<file path="src/hw/rtl/snl_pkg.sv">
// ----------------------------------------------------------------------------
// snl_pkg
// types, token codes and keyword tables shared by the lexer modules
// ----------------------------------------------------------------------------
package snl_pkg;

    // token kinds
    localparam logic [4:0] K_LBRACE    = 5'd0;
    localparam logic [4:0] K_RBRACE    = 5'd1;
    localparam logic [4:0] K_LPAREN    = 5'd2;
    localparam logic [4:0] K_RPAREN    = 5'd3;
    localparam logic [4:0] K_BACKSLASH = 5'd4;
    localparam logic [4:0] K_BAR       = 5'd5;
    localparam logic [4:0] K_COMMA     = 5'd6;
    localparam logic [4:0] K_CARET     = 5'd7;
    localparam logic [4:0] K_EQUAL     = 5'd8;
    localparam logic [4:0] K_NUM       = 5'd9;
    localparam logic [4:0] K_CHAR      = 5'd10;
    localparam logic [4:0] K_WORD      = 5'd11;
    localparam logic [4:0] K_NOT       = 5'd12;
    localparam logic [4:0] K_UNION     = 5'd13;
    localparam logic [4:0] K_INTERSECT = 5'd14;
    localparam logic [4:0] K_SUBSET    = 5'd15;
    localparam logic [4:0] K_OF        = 5'd16;
    localparam logic [4:0] K_END       = 5'd17;

    localparam logic [7:0]  CH_SPACE = 8'h20;
    localparam logic [30:0] NUM_MAX  = 31'h7fff_ffff;

    localparam int          NUM_KW = 5;
    localparam logic [71:0] KW_STR  [NUM_KW] = '{"not", "union", "intersect", "subset", "of"};
    localparam logic [3:0]  KW_LEN  [NUM_KW] = '{4'd3, 4'd5, 4'd9, 4'd6, 4'd2};
    localparam logic [4:0]  KW_KIND [NUM_KW] = '{K_NOT, K_UNION, K_INTERSECT, K_SUBSET, K_OF};

    typedef enum logic [1:0] {
        CLS_NONE,
        CLS_NUM,
        CLS_WORD
    } cls_t;

    typedef enum logic [2:0] {
        ST_IDLE,
        ST_FLUSH,
        ST_WREAD,
        ST_WEMIT,
        ST_APPLY,
        ST_END
    } state_t;

    // clear / step control for the accumulator and keyword matcher
    typedef struct packed {
        logic clear;
        logic step;
    } upd_t;

    function automatic logic is_digit(input logic [7:0] b);
        return (b >= 8'h30) && (b <= 8'h39);
    endfunction

    function automatic logic is_punct(input logic [7:0] b);
        logic r;
        case (b)
            "{", "}", "(", ")", "\\", "|", ",", "^", "=": r = 1'b1;
            default: r = 1'b0;
        endcase
        return r;
    endfunction

    function automatic logic [4:0] punct_kind(input logic [7:0] b);
        logic [4:0] k;
        case (b)
            "{":     k = K_LBRACE;
            "}":     k = K_RBRACE;
            "(":     k = K_LPAREN;
            ")":     k = K_RPAREN;
            "\\":    k = K_BACKSLASH;
            "|":     k = K_BAR;
            ",":     k = K_COMMA;
            "^":     k = K_CARET;
            "=":     k = K_EQUAL;
            default: k = K_END;
        endcase
        return k;
    endfunction

    // character at position pos of keyword k, zero past its end
    function automatic logic [7:0] kw_char(input int k, input logic [3:0] pos);
        int len;
        int p;
        len = int'(KW_LEN[k]);
        p   = int'(pos);
        if (p < len) begin
            return KW_STR[k][8 * (len - 1 - p) +: 8];
        end
        return 8'h00;
    endfunction

endpackage

</file>
<file path="src/hw/rtl/snl_word_mem.sv">
// ----------------------------------------------------------------------------
// snl_word_mem
// word character store, one write port and one registered read port
// ----------------------------------------------------------------------------
module snl_word_mem #(
    parameter int DEPTH  = 32,
    parameter int ADDR_W = 5
) (
    input  logic              aclk,
    input  logic              wr_en,
    input  logic [ADDR_W-1:0] wr_addr,
    input  logic [7:0]        wr_data,
    input  logic              rd_en,
    input  logic [ADDR_W-1:0] rd_addr,
    output logic [7:0]        rd_data
);

    logic [7:0] mem [DEPTH];

    always_ff @(posedge aclk) begin
        if (wr_en) begin
            mem[wr_addr] <= wr_data;
        end
    end

    always_ff @(posedge aclk) begin
        if (rd_en) begin
            rd_data <= mem[rd_addr];
        end
    end

endmodule

</file>
<file path="src/hw/rtl/snl_num_acc.sv">
// ----------------------------------------------------------------------------
// snl_num_acc
// decimal accumulator, value = value * 10 + digit, saturating
// ----------------------------------------------------------------------------
module snl_num_acc (
    input  logic         aclk,
    input  logic         aresetn,
    input  snl_pkg::upd_t ctl,
    input  logic [7:0]   digit_byte,
    output logic [30:0]  value,
    output logic [7:0]   last_digit
);
    import snl_pkg::*;

    logic [30:0] acc_reg, acc_next;
    logic [7:0]  last_reg, last_next;
    logic [34:0] prod;

    // times ten as two shifts and an add
    assign prod = ({4'b0, acc_reg} << 3) + ({4'b0, acc_reg} << 1)
                + {31'b0, digit_byte[3:0]};

    always_comb begin
        acc_next  = acc_reg;
        last_next = last_reg;
        if (ctl.clear) begin
            acc_next  = '0;
            last_next = '0;
        end else if (ctl.step) begin
            acc_next  = (prod > {4'b0, NUM_MAX}) ? NUM_MAX : prod[30:0];
            last_next = digit_byte;
        end
    end

    always_ff @(posedge aclk) begin
        if (!aresetn) begin
            acc_reg  <= '0;
            last_reg <= '0;
        end else begin
            acc_reg  <= acc_next;
            last_reg <= last_next;
        end
    end

    assign value      = acc_reg;
    assign last_digit = last_reg;

endmodule

</file>
<file path="src/hw/rtl/snl_kw_match.sv">
// ----------------------------------------------------------------------------
// snl_kw_match
// keyword matcher, checks each word character against all keywords as it
// is stored
// ----------------------------------------------------------------------------
module snl_kw_match #(
    parameter int LEN_W = 6
) (
    input  logic             aclk,
    input  logic             aresetn,
    input  snl_pkg::upd_t    ctl,
    input  logic [LEN_W-1:0] idx,
    input  logic [7:0]       ch,
    input  logic [LEN_W-1:0] len,
    output logic             hit,
    output logic [4:0]       hit_kind
);
    import snl_pkg::*;

    logic [NUM_KW-1:0] flags_reg, flags_next;

    always_comb begin
        flags_next = flags_reg;
        if (ctl.clear) begin
            flags_next = '1;
        end else if (ctl.step) begin
            for (int k = 0; k < NUM_KW; k++) begin
                flags_next[k] = flags_reg[k] && (idx < LEN_W'(KW_LEN[k]))
                              && (ch == kw_char(k, idx[3:0]));
            end
        end
    end

    always_ff @(posedge aclk) begin
        if (!aresetn) begin
            flags_reg <= '1;
        end else begin
            flags_reg <= flags_next;
        end
    end

    // keyword lengths differ, so at most one can hit
    always_comb begin
        hit      = 1'b0;
        hit_kind = K_WORD;
        for (int k = 0; k < NUM_KW; k++) begin
            if (flags_reg[k] && (len == LEN_W'(KW_LEN[k]))) begin
                hit      = 1'b1;
                hit_kind = KW_KIND[k];
            end
        end
    end

endmodule

</file>
<file path="src/hw/rtl/set_notation_lexer_unit.sv">
// ----------------------------------------------------------------------------
// set_notation_lexer_unit
// byte-stream lexer for set notation: punctuation, numbers, characters,
// keywords and word runs, with an end token on the final byte
// ----------------------------------------------------------------------------
//
//  channel | dir | tdata                                  | tlast
//  --------+-----+----------------------------------------+----------
//  s_      | in  | text_byte                              | is_final
//  m_      | out | token_kind, number_value, char_value,  | run_last
//          |     | word_char                              |
//
//  sequence: each byte is accepted while idle, then applied; a flush emits the
//  pending run, a word or char by reading, then emitting each stored character;
//  the final byte always runs a flush, then the end token is emitted
//  reset: synchronous, active low; the word store has no reset and needs
//  no clearing pass, only written entries are ever read
//  stalls: each result waits in the output register; s_tready is high only
//  while idle, so a stalled result holds up the next byte once the sequencer
//  needs the output register again
//
module set_notation_lexer_unit #(
    parameter int MAX_WORD = 32
) (
    input  logic        aclk,
    input  logic        aresetn,
    input  logic        s_tvalid,
    output logic        s_tready,
    input  logic [7:0]  s_tdata,   // [7:0] text_byte
    input  logic        s_tlast,
    output logic        m_tvalid,
    input  logic        m_tready,
    output logic [55:0] m_tdata,   // [4:0] token_kind, [35:5] number_value,
                                   // [43:36] char_value, [51:44] word_char
    output logic        m_tlast
);
    import snl_pkg::*;

    localparam int IDX_W = $clog2(MAX_WORD);
    localparam int LEN_W = $clog2(MAX_WORD + 2);

    // sequencer state
    state_t           state_reg, state_next;
    logic             post_reg, post_next;      // flush belongs to the final byte
    logic [7:0]       byte_reg, byte_next;
    logic             fin_reg, fin_next;
    cls_t             pend_reg, pend_next;
    logic [LEN_W-1:0] len_reg, len_next;
    logic [LEN_W-1:0] idx_reg, idx_next;

    // output register
    logic             m_valid_reg, m_valid_next;
    logic [55:0]      m_data_reg, m_data_next;
    logic             m_last_reg, m_last_next;

    // shared units
    upd_t             acc_ctl, kw_ctl;
    logic [30:0]      acc_value;
    logic [7:0]       acc_last;
    logic             kw_hit;
    logic [4:0]       kw_kind;
    logic             mem_we, mem_re;
    logic [7:0]       mem_rdata;

    logic             out_free;
    logic             s_digit, s_word, need_pre;
    logic             b_digit, b_punct, b_word;
    logic [LEN_W-1:0] stored_len;
    logic             run_end;
    logic             do_clear;
    logic             emit;
    logic [4:0]       e_kind;
    logic [30:0]      e_num;
    logic [7:0]       e_char, e_wchar;
    logic             e_last;

    assign out_free = !m_valid_reg || m_tready;

    // class of the byte on the input port
    assign s_digit  = is_digit(s_tdata);
    assign s_word   = !s_digit && !is_punct(s_tdata) && (s_tdata != CH_SPACE);
    // a pending run of the other class ends before this byte
    assign need_pre = (pend_reg != CLS_NONE)
                   && !(s_digit && (pend_reg == CLS_NUM))
                   && !(s_word && (pend_reg == CLS_WORD));

    // class of the latched byte
    assign b_digit  = is_digit(byte_reg);
    assign b_punct  = is_punct(byte_reg);
    assign b_word   = !b_digit && !b_punct && (byte_reg != CH_SPACE);

    // overflowed words are sent as their first MAX_WORD characters
    assign stored_len = (len_reg > LEN_W'(MAX_WORD)) ? LEN_W'(MAX_WORD) : len_reg;
    assign run_end    = LEN_W'(idx_reg + 1'b1) == stored_len;

    always_comb begin
        state_next = state_reg;
        post_next  = post_reg;
        byte_next  = byte_reg;
        fin_next   = fin_reg;
        pend_next  = pend_reg;
        len_next   = len_reg;
        idx_next   = idx_reg;
        s_tready   = 1'b0;
        acc_ctl    = '0;
        kw_ctl     = '0;
        mem_we     = 1'b0;
        mem_re     = 1'b0;
        do_clear   = 1'b0;
        emit       = 1'b0;
        e_kind     = K_END;
        e_num      = '0;
        e_char     = '0;
        e_wchar    = '0;
        e_last     = 1'b1;

        case (state_reg)
            ST_IDLE: begin
                s_tready = 1'b1;
                if (s_tvalid) begin
                    byte_next  = s_tdata;
                    fin_next   = s_tlast;
                    post_next  = 1'b0;
                    state_next = need_pre ? ST_FLUSH : ST_APPLY;
                end
            end

            ST_FLUSH: begin
                case (pend_reg)
                    CLS_NUM: begin
                        if (out_free) begin
                            emit     = 1'b1;
                            e_kind   = K_NUM;
                            e_num    = acc_value;
                            e_char   = acc_last;
                            do_clear = 1'b1;
                        end
                    end
                    CLS_WORD: begin
                        if (kw_hit) begin
                            if (out_free) begin
                                emit     = 1'b1;
                                e_kind   = kw_kind;
                                do_clear = 1'b1;
                            end
                        end else begin
                            idx_next   = '0;
                            state_next = ST_WREAD;
                        end
                    end
                    default: begin
                        do_clear = 1'b1;
                    end
                endcase
            end

            ST_WREAD: begin
                mem_re     = 1'b1;
                state_next = ST_WEMIT;
            end

            ST_WEMIT: begin
                if (out_free) begin
                    emit   = 1'b1;
                    e_last = run_end;
                    // a one-character word is a char token
                    if (len_reg == LEN_W'(1)) begin
                        e_kind = K_CHAR;
                        e_char = mem_rdata;
                    end else begin
                        e_kind  = K_WORD;
                        e_wchar = mem_rdata;
                    end
                    if (run_end) begin
                        do_clear = 1'b1;
                    end else begin
                        idx_next   = LEN_W'(idx_reg + 1'b1);
                        state_next = ST_WREAD;
                    end
                end
            end

            ST_APPLY: begin
                if (!b_punct || out_free) begin
                    if (b_digit) begin
                        acc_ctl.step = 1'b1;
                        pend_next    = CLS_NUM;
                    end else if (b_punct) begin
                        emit   = 1'b1;
                        e_kind = punct_kind(byte_reg);
                        e_char = byte_reg;
                    end else if (b_word) begin
                        kw_ctl.step = 1'b1;
                        pend_next   = CLS_WORD;
                        mem_we      = len_reg < LEN_W'(MAX_WORD);
                        if (len_reg <= LEN_W'(MAX_WORD)) begin
                            len_next = LEN_W'(len_reg + 1'b1);
                        end
                    end
                    if (fin_reg) begin
                        post_next  = 1'b1;
                        state_next = ST_FLUSH;
                    end else begin
                        state_next = ST_IDLE;
                    end
                end
            end

            ST_END: begin
                if (out_free) begin
                    emit       = 1'b1;
                    e_kind     = K_END;
                    state_next = ST_IDLE;
                end
            end

            default: begin
                state_next = ST_IDLE;
            end
        endcase

        // end of a flush: back to reset values, then on to the byte or the end
        if (do_clear) begin
            acc_ctl.clear = 1'b1;
            kw_ctl.clear  = 1'b1;
            pend_next     = CLS_NONE;
            len_next      = '0;
            state_next    = post_reg ? ST_END : ST_APPLY;
        end
    end

    // output register load
    always_comb begin
        m_valid_next = m_valid_reg;
        m_data_next  = m_data_reg;
        m_last_next  = m_last_reg;
        if (emit) begin
            m_valid_next = 1'b1;
            m_data_next  = {4'b0, e_wchar, e_char, e_num, e_kind};
            m_last_next  = e_last;
        end else if (m_tready) begin
            m_valid_next = 1'b0;
        end
    end

    always_ff @(posedge aclk) begin
        if (!aresetn) begin
            state_reg   <= ST_IDLE;
            post_reg    <= 1'b0;
            fin_reg     <= 1'b0;
            pend_reg    <= CLS_NONE;
            len_reg     <= '0;
            idx_reg     <= '0;
            m_valid_reg <= 1'b0;
        end else begin
            state_reg   <= state_next;
            post_reg    <= post_next;
            fin_reg     <= fin_next;
            pend_reg    <= pend_next;
            len_reg     <= len_next;
            idx_reg     <= idx_next;
            m_valid_reg <= m_valid_next;
        end
    end

    // payload, no reset
    always_ff @(posedge aclk) begin
        byte_reg   <= byte_next;
        m_data_reg <= m_data_next;
        m_last_reg <= m_last_next;
    end

    snl_num_acc u_num_acc (
        .aclk       (aclk),
        .aresetn    (aresetn),
        .ctl        (acc_ctl),
        .digit_byte (byte_reg),
        .value      (acc_value),
        .last_digit (acc_last)
    );

    snl_kw_match #(
        .LEN_W (LEN_W)
    ) u_kw_match (
        .aclk     (aclk),
        .aresetn  (aresetn),
        .ctl      (kw_ctl),
        .idx      (len_reg),
        .ch       (byte_reg),
        .len      (len_reg),
        .hit      (kw_hit),
        .hit_kind (kw_kind)
    );

    snl_word_mem #(
        .DEPTH  (MAX_WORD),
        .ADDR_W (IDX_W)
    ) u_word_mem (
        .aclk    (aclk),
        .wr_en   (mem_we),
        .wr_addr (len_reg[IDX_W-1:0]),
        .wr_data (byte_reg),
        .rd_en   (mem_re),
        .rd_addr (idx_reg[IDX_W-1:0]),
        .rd_data (mem_rdata)
    );

    assign m_tvalid = m_valid_reg;
    assign m_tdata  = m_data_reg;
    assign m_tlast  = m_last_reg;

    // word length never runs past the overflow mark
    a_len_bound: assert property (@(posedge aclk) disable iff (!aresetn)
        len_reg <= LEN_W'(MAX_WORD + 1))
        else $error("word length past overflow mark");

    // with nothing pending the word length and the number accumulator are cleared
    a_none_clear: assert property (@(posedge aclk) disable iff (!aresetn)
        (pend_reg == CLS_NONE) |-> (len_reg == '0) && (acc_value == '0))
        else $error("state not cleared with nothing pending");

    // word emission only runs on a pending word
    a_wemit_word: assert property (@(posedge aclk) disable iff (!aresetn)
        (state_reg == ST_WREAD) |=> (state_reg == ST_WEMIT) && (pend_reg == CLS_WORD))
        else $error("word read without a pending word");

endmodule
</file>
<file path="config.mk">
export PLATFORM = sky130hd
export DESIGN_NAME = set_notation_lexer_unit
export DESIGN_NICKNAME = d
export VERILOG_FILES = /design/src/hw/rtl/snl_pkg.sv /design/src/hw/rtl/snl_word_mem.sv /design/src/hw/rtl/snl_num_acc.sv /design/src/hw/rtl/snl_kw_match.sv /design/src/hw/rtl/set_notation_lexer_unit.sv
export SDC_FILE = /design/constraint.sdc
export NUM_CORES = 1
export LEC_CHECK = 0
export BUFFER_PORTS_ARGS = -buffer_cell sky130_fd_sc_hd__buf_2
export CAP_MARGIN = 30
export CORE_ASPECT_RATIO = 1.5
export CORE_MARGIN = 1.5
export CORE_UTILIZATION = 42
export CTS_BUF_LIST = sky130_fd_sc_hd__clkbuf_8
export CTS_CLUSTER_DIAMETER = 50
export CTS_CLUSTER_SIZE = 28
export DETAILED_ROUTE_END_ITERATION = 8
export PLACE_DENSITY = 0.62
export SKIP_LAST_GASP = 1
export SLEW_MARGIN = 25
export SYNTH_ARGS = -nofsm -noshare
export SYNTH_HDL_FRONTEND = slang
export SYNTH_HIERARCHICAL = 1
export SYNTH_SLANG_ARGS = --single-unit
</file>
<file path="constraint.sdc">
create_clock -name aclk -period 7.7 [get_ports aclk]
set_input_delay 2.31 -clock aclk [delete_from_list [all_inputs] [get_ports aclk]]
set_output_delay 2.31 -clock aclk [all_outputs]
set_load 0.05 [all_outputs]
</file>
* Word-level counts from Yosys, hierarchy flattened *
Memory sizes are Yosys's and may differ from the RTL's. A register that Yosys moved wholly into a read port is not among the register bits.
Cells that the tools add are included.

storage, ports and cells
  bits in writable memories = 256
  bits in registers = 125
  output and inout port bits = 59
  memories kept = 1
  memory bits (read-only) = 0
  input port bits = 13
  logic and storage cells = 284
  bits in latches = 0

operators by class
  order comparisons = 18
  multiplexer cells = 123
  reduce and logical (&&, ||, !) cells = 54
  add/sub/neg operators = 9
  shift-type cells = 5
  bitwise logic cells = 5
  div/mod/pow operators = 0
  equal/unequal tests = 54
  $mul = 0

memories
  memory          words  bits a word  read ports  clocked after Yosys merged registers in  write ports  RTL line            text
  u_word_mem.mem  32     8            1           1                                        1            snl_word_mem.sv:18  logic [7:0] mem [DEPTH];

operators by type and width
  operator                                                          number
  indexed part select 72 x 32 -> 8 bit (first input constant)       5
  2-to-1 mux 8 bit                                                  27
  == test 8 x 7 -> 1 bit (second input constant)                    10
  == test 8 x 6 -> 1 bit (second input constant)                    8
  2-to-1 mux 1 bit                                                  55
  one-hot mux 5 bit (9 select lines)                                1
  == test 8 bit                                                     5
  2-to-1 mux 5 bit                                                  8
  2-to-1 mux 3 bit                                                  13
  adder 34 x 32 -> 35 bit                                           1
  adder 35 x 4 -> 35 bit                                            1
  greater-than comparator 35 x 31 -> 1 bit (second input constant)  1
  2-to-1 mux 31 bit                                                 1
  2-to-1 mux 6 bit                                                  5
  logical AND 1 bit                                                 25
  one-hot mux 8 bit (3 select lines)                                1
  != test 3 bit (second input constant)                             7
  one-hot mux 3 bit (6 select lines)                                1
  OR reduction 9 bit                                                2
  >= comparator 8 x 6 -> 1 bit (second input constant)              2
  <= comparator 8 x 6 -> 1 bit (second input constant)              2
  != test 2 bit (second input constant)                             8
  != test 8 x 6 -> 1 bit (second input constant)                    2
  one-hot mux 5 bit (3 select lines)                                1
  other kinds (42)                                                  76

* Depth between registers and ports, before layout *
  word-level depth = 18
  mapped depth = 14
  depth with buffers taken out = 14

* By module *
Netlist, hierarchy kept.

modules (own cells, without submodules)
  module                   cells an instance  area each (um^2)  times used  sequential area each (um^2)
  snl_word_mem             417                10133.5           1           7927.6
  set_notation_lexer_unit  373                4132.7            1           2232.1
  snl_num_acc              389                3524.6            1           780.7
  snl_kw_match             213                1529.0            1           100.1

* Least setup slack after synthesis *
Ideal clock, no wire load.

  path kind = input port to flip-flop
  from = input m_tready
  to = register u_num_acc.acc_reg[0], in the netlist u_num_acc/value[0]
  required time = 7.580 ns
  setup time = 0.120 ns
  setup slack = 3.136 ns
  data arrival time = 4.444 ns
  stages on the path = 11
  buffers on the path = 3
  cell sequence = nand2b_1 -> clkbuf_1 -> o21a_1 -> nor3b_1 -> o21ai_0 -> a211oi_1 -> o21ai_0 -> or4_1 -> buf_2 -> buf_6 -> o221a_1

RTL lines
  what                  RTL line                       text
  from (decl)           set_notation_lexer_unit.sv:32  input logic m_tready,
  to (signal assigned)  snl_num_acc.sv:40              acc_reg <= acc_next;
  to (decl)             snl_num_acc.sv:15              logic [30:0] acc_reg, acc_next;

==> metrics.txt <==
Worst path slowest cell or4_2; crit path capture type register; multi-input logic area 0.00769 sq mm; CP Launch Type primary input; Yosys top cell area share 50.5%; CP required 8230 ps; Seq cells post-synth 389; Die Footprint 0.0473 sq mm; # DRC 0; PostCTS Resize Cnt 0; class of the worst hold path reg2reg; Port Buf Inserts 67; Fin Hold WS 468 ps; met2 WL 24200 um; Via Count 11800; Site Rows 96; largest net degree at the start of global routing 55; Post-DP HPWL 30800 um; endpoints failing hold 0; vias in the first global route 11900; Rel. slew slack 40.8%; first-pass GRT wire length 68000 um; Final TNS setup 0 ps; met3 wire length 1520 um; Post-CTS Setup Bufs 0; WL met1 16900 um; die height 266 um; 1st-iter DRT viols 1118; Fill cells 4007; clk buf depth 3; drt first pass iters 8; Worst Tran Pin Value 887 ps; Final Wtd Congestion 0.889; H-tree depth 1; crit path kind in2reg; layout cells sized above 1 18.6%; storage element area 0.0110 sq mm; Worst Skew 35.9 ps; top post-synthesis cells by area edfxtp_1 (51%), mux4_2 (9.3%), dfxtp_1 (6.6%), ha_1 (5.1%), o221a_1 (1.8%); routed len/inst 21.6 um; core outline area 0.0455 sq mm; highest clock rate 207 MHz; Pleak 7.17 nW; PD cells 238 mW/mm^2; outcome finished, final reports clean; CTS tree built; Post-CTS Hold Buffers 0; post-synthesis sequential area ratio 57.1%; fin nets 1528; uppermost layer routed met4; post-synthesis cell area 0.0193 sq mm; initial antenna violation count 1; Die W 178 um; R2R Setup Slk 2940 ps; Peak VDD IR 0.000101 V; CTS Sinks 389; Top FF cell, synth edfxtp_1; mean post-synth cell area 13.9 sq um; final setup vio count 0; antenna-violating nets left 0; Initial Util 42.4%; GR Overflow Total 0; clk_lat worst skew 650 ps; GRT Overall Usage 18.7%; Unique masters post-synth 105; Max Cap Viol 0; cell with the most instances after synthesis edfxtp_1; I/O pin count 72; top post-synthesis cells by count edfxtp_1 (325), nor2_1 (88), mux4_2 (80); Largest stage delay, worst path 930 ps; critical path peak fanout 42; fin. max-slew vios 0; crit share post-route 62.6%; Gate Count Post-Synth 1392; hold_sp u_kw_match/flags_reg[4]; CP arrival 5350 ps; CTS clk-pin slew, worst paths 110 ps; Synth warnings 6; r2r startpoint byte_reg[3]; DRT Wirelength 44100 um; max reg flops 256; CP cell instances buf_2 > nand2b_1 > o21a_1 > nor3b_2 > buf_4 > o21ai_0 > a211oi_1 > o21ai_0 > or4_2 > o221a_1; root buffer cell clkbuf_8; fin crit period 4820 ps; ys async rst share 0%; Yosys top cell by area edfxtp_1; Worst path most repeated cell o21ai_0; crit path from m_tready; via/cell ratio 5.79; Area Growth Syn to Fin 7.87%; Top reg by flops u_word_mem/mem; Inserted Clock Buffers 28; Post-synth EDFFs 325; unrepaired setup endpoints after global routing false
metal layers:
| layer | GRT usage, % | up-vias |
|---|---|---|
| li1 | - | 5518 |
| met1 | 21.4 | 5950 |
| met2 | 35.5 | 301 |
| met3 | 1.49 | 70 |
| met4 | 7.29 | 0 |
| met5 | 0 | - |
final timing paths:
| kind | end | cells past startpoint |
|---|---|---|
| min reg2reg | u_kw_match/flags_reg[4] | 1 |
| max reg2reg | u_num_acc/value[3] | 13 |
| min | u_kw_match/flags_reg[4] | 1 |
| max | u_num_acc/value[3] | 10 |
critical path, delay by kind of cell:
family / cells / cell delay [ps]
compound gates: 5 / 1020
buf+inv: 2 / 560
simple gates: 3 / 1390
per-stage QoR:
step | cells | setup slack (ps) | instance area (sq um) | utilization (%) | power [mW]
after floorplan | 1395 | 3140 | 19300 | - | 3.50
after detailed placement | 1991 | 2290 | 20100 | 44.3 | 3.81
after global placement | 1989 | 2210 | 20100 | 44.2 | 3.78
after CTS | 2041 | 2910 | 20800 | 45.7 | 4.99
final | 2043 | 2880 | 20800 | 45.8 | 4.96
after global routing | 2043 | 2700 | 20800 | 45.8 | 5.18
layout by cell type (no fill, tap or decap), types with 12 or more instances in the layout:
cell type,netlist,routed
o21a_1,14,14
xnor2_1,27,27
clkbuf_8,3,29
edfxtp_1,325,325
a21o_1,20,19
ha_1,79,79
nand3_1,19,19
a21oi_1,52,52
buf_2,12,67
nor3_1,27,27
dfxtp_1,64,62
nor2_1,88,88
buf_4,15,21
mux2i_1,15,15
nand2_1,63,63
and2_1,50,50
o221a_1,31,31
inv_1,37,39
nand4_1,12,12
nor2b_1,18,17
nand2b_1,15,15
o21ai_0,40,40
mux4_2,80,80
xor2_1,20,20
report_power, final:
| part | internal, mW | leakage, nW | switching [mW] |
|---|---|---|---|
| registers | 2.46 | 3.42 | 0.0626 |
| logic | 0.421 | 3.42 | 0.838 |
| clock network | 0.416 | 0.335 | 0.770 |
| total | 3.29 | 7.17 | 1.67 |
layout make-up:
cell class                      count  share of cell area (%)
Clock inverter                     21                    1.27
Inverter                           38                   0.684
Antenna cell                        1                  0.0120
Clock buffer                       29                    1.92
Multi-Input combinational cell    886                    36.9
Sequential cell                   389                    53.0
Tap cell                          588                    3.53
Timing Repair Buffer               91                    2.67
cells by family after synthesis:
family	Yosys count	share of synthesized area [%]
xor+xnor	48	2.21
buf+inv	120	3.17
compound gates	277	10.9
flops	389	57.1
mux	106	10.8
simple gates	370	10.4
other cells	1	0.0194
fa+ha+maj	81	5.32
Power figures use the tool's default switching activity.
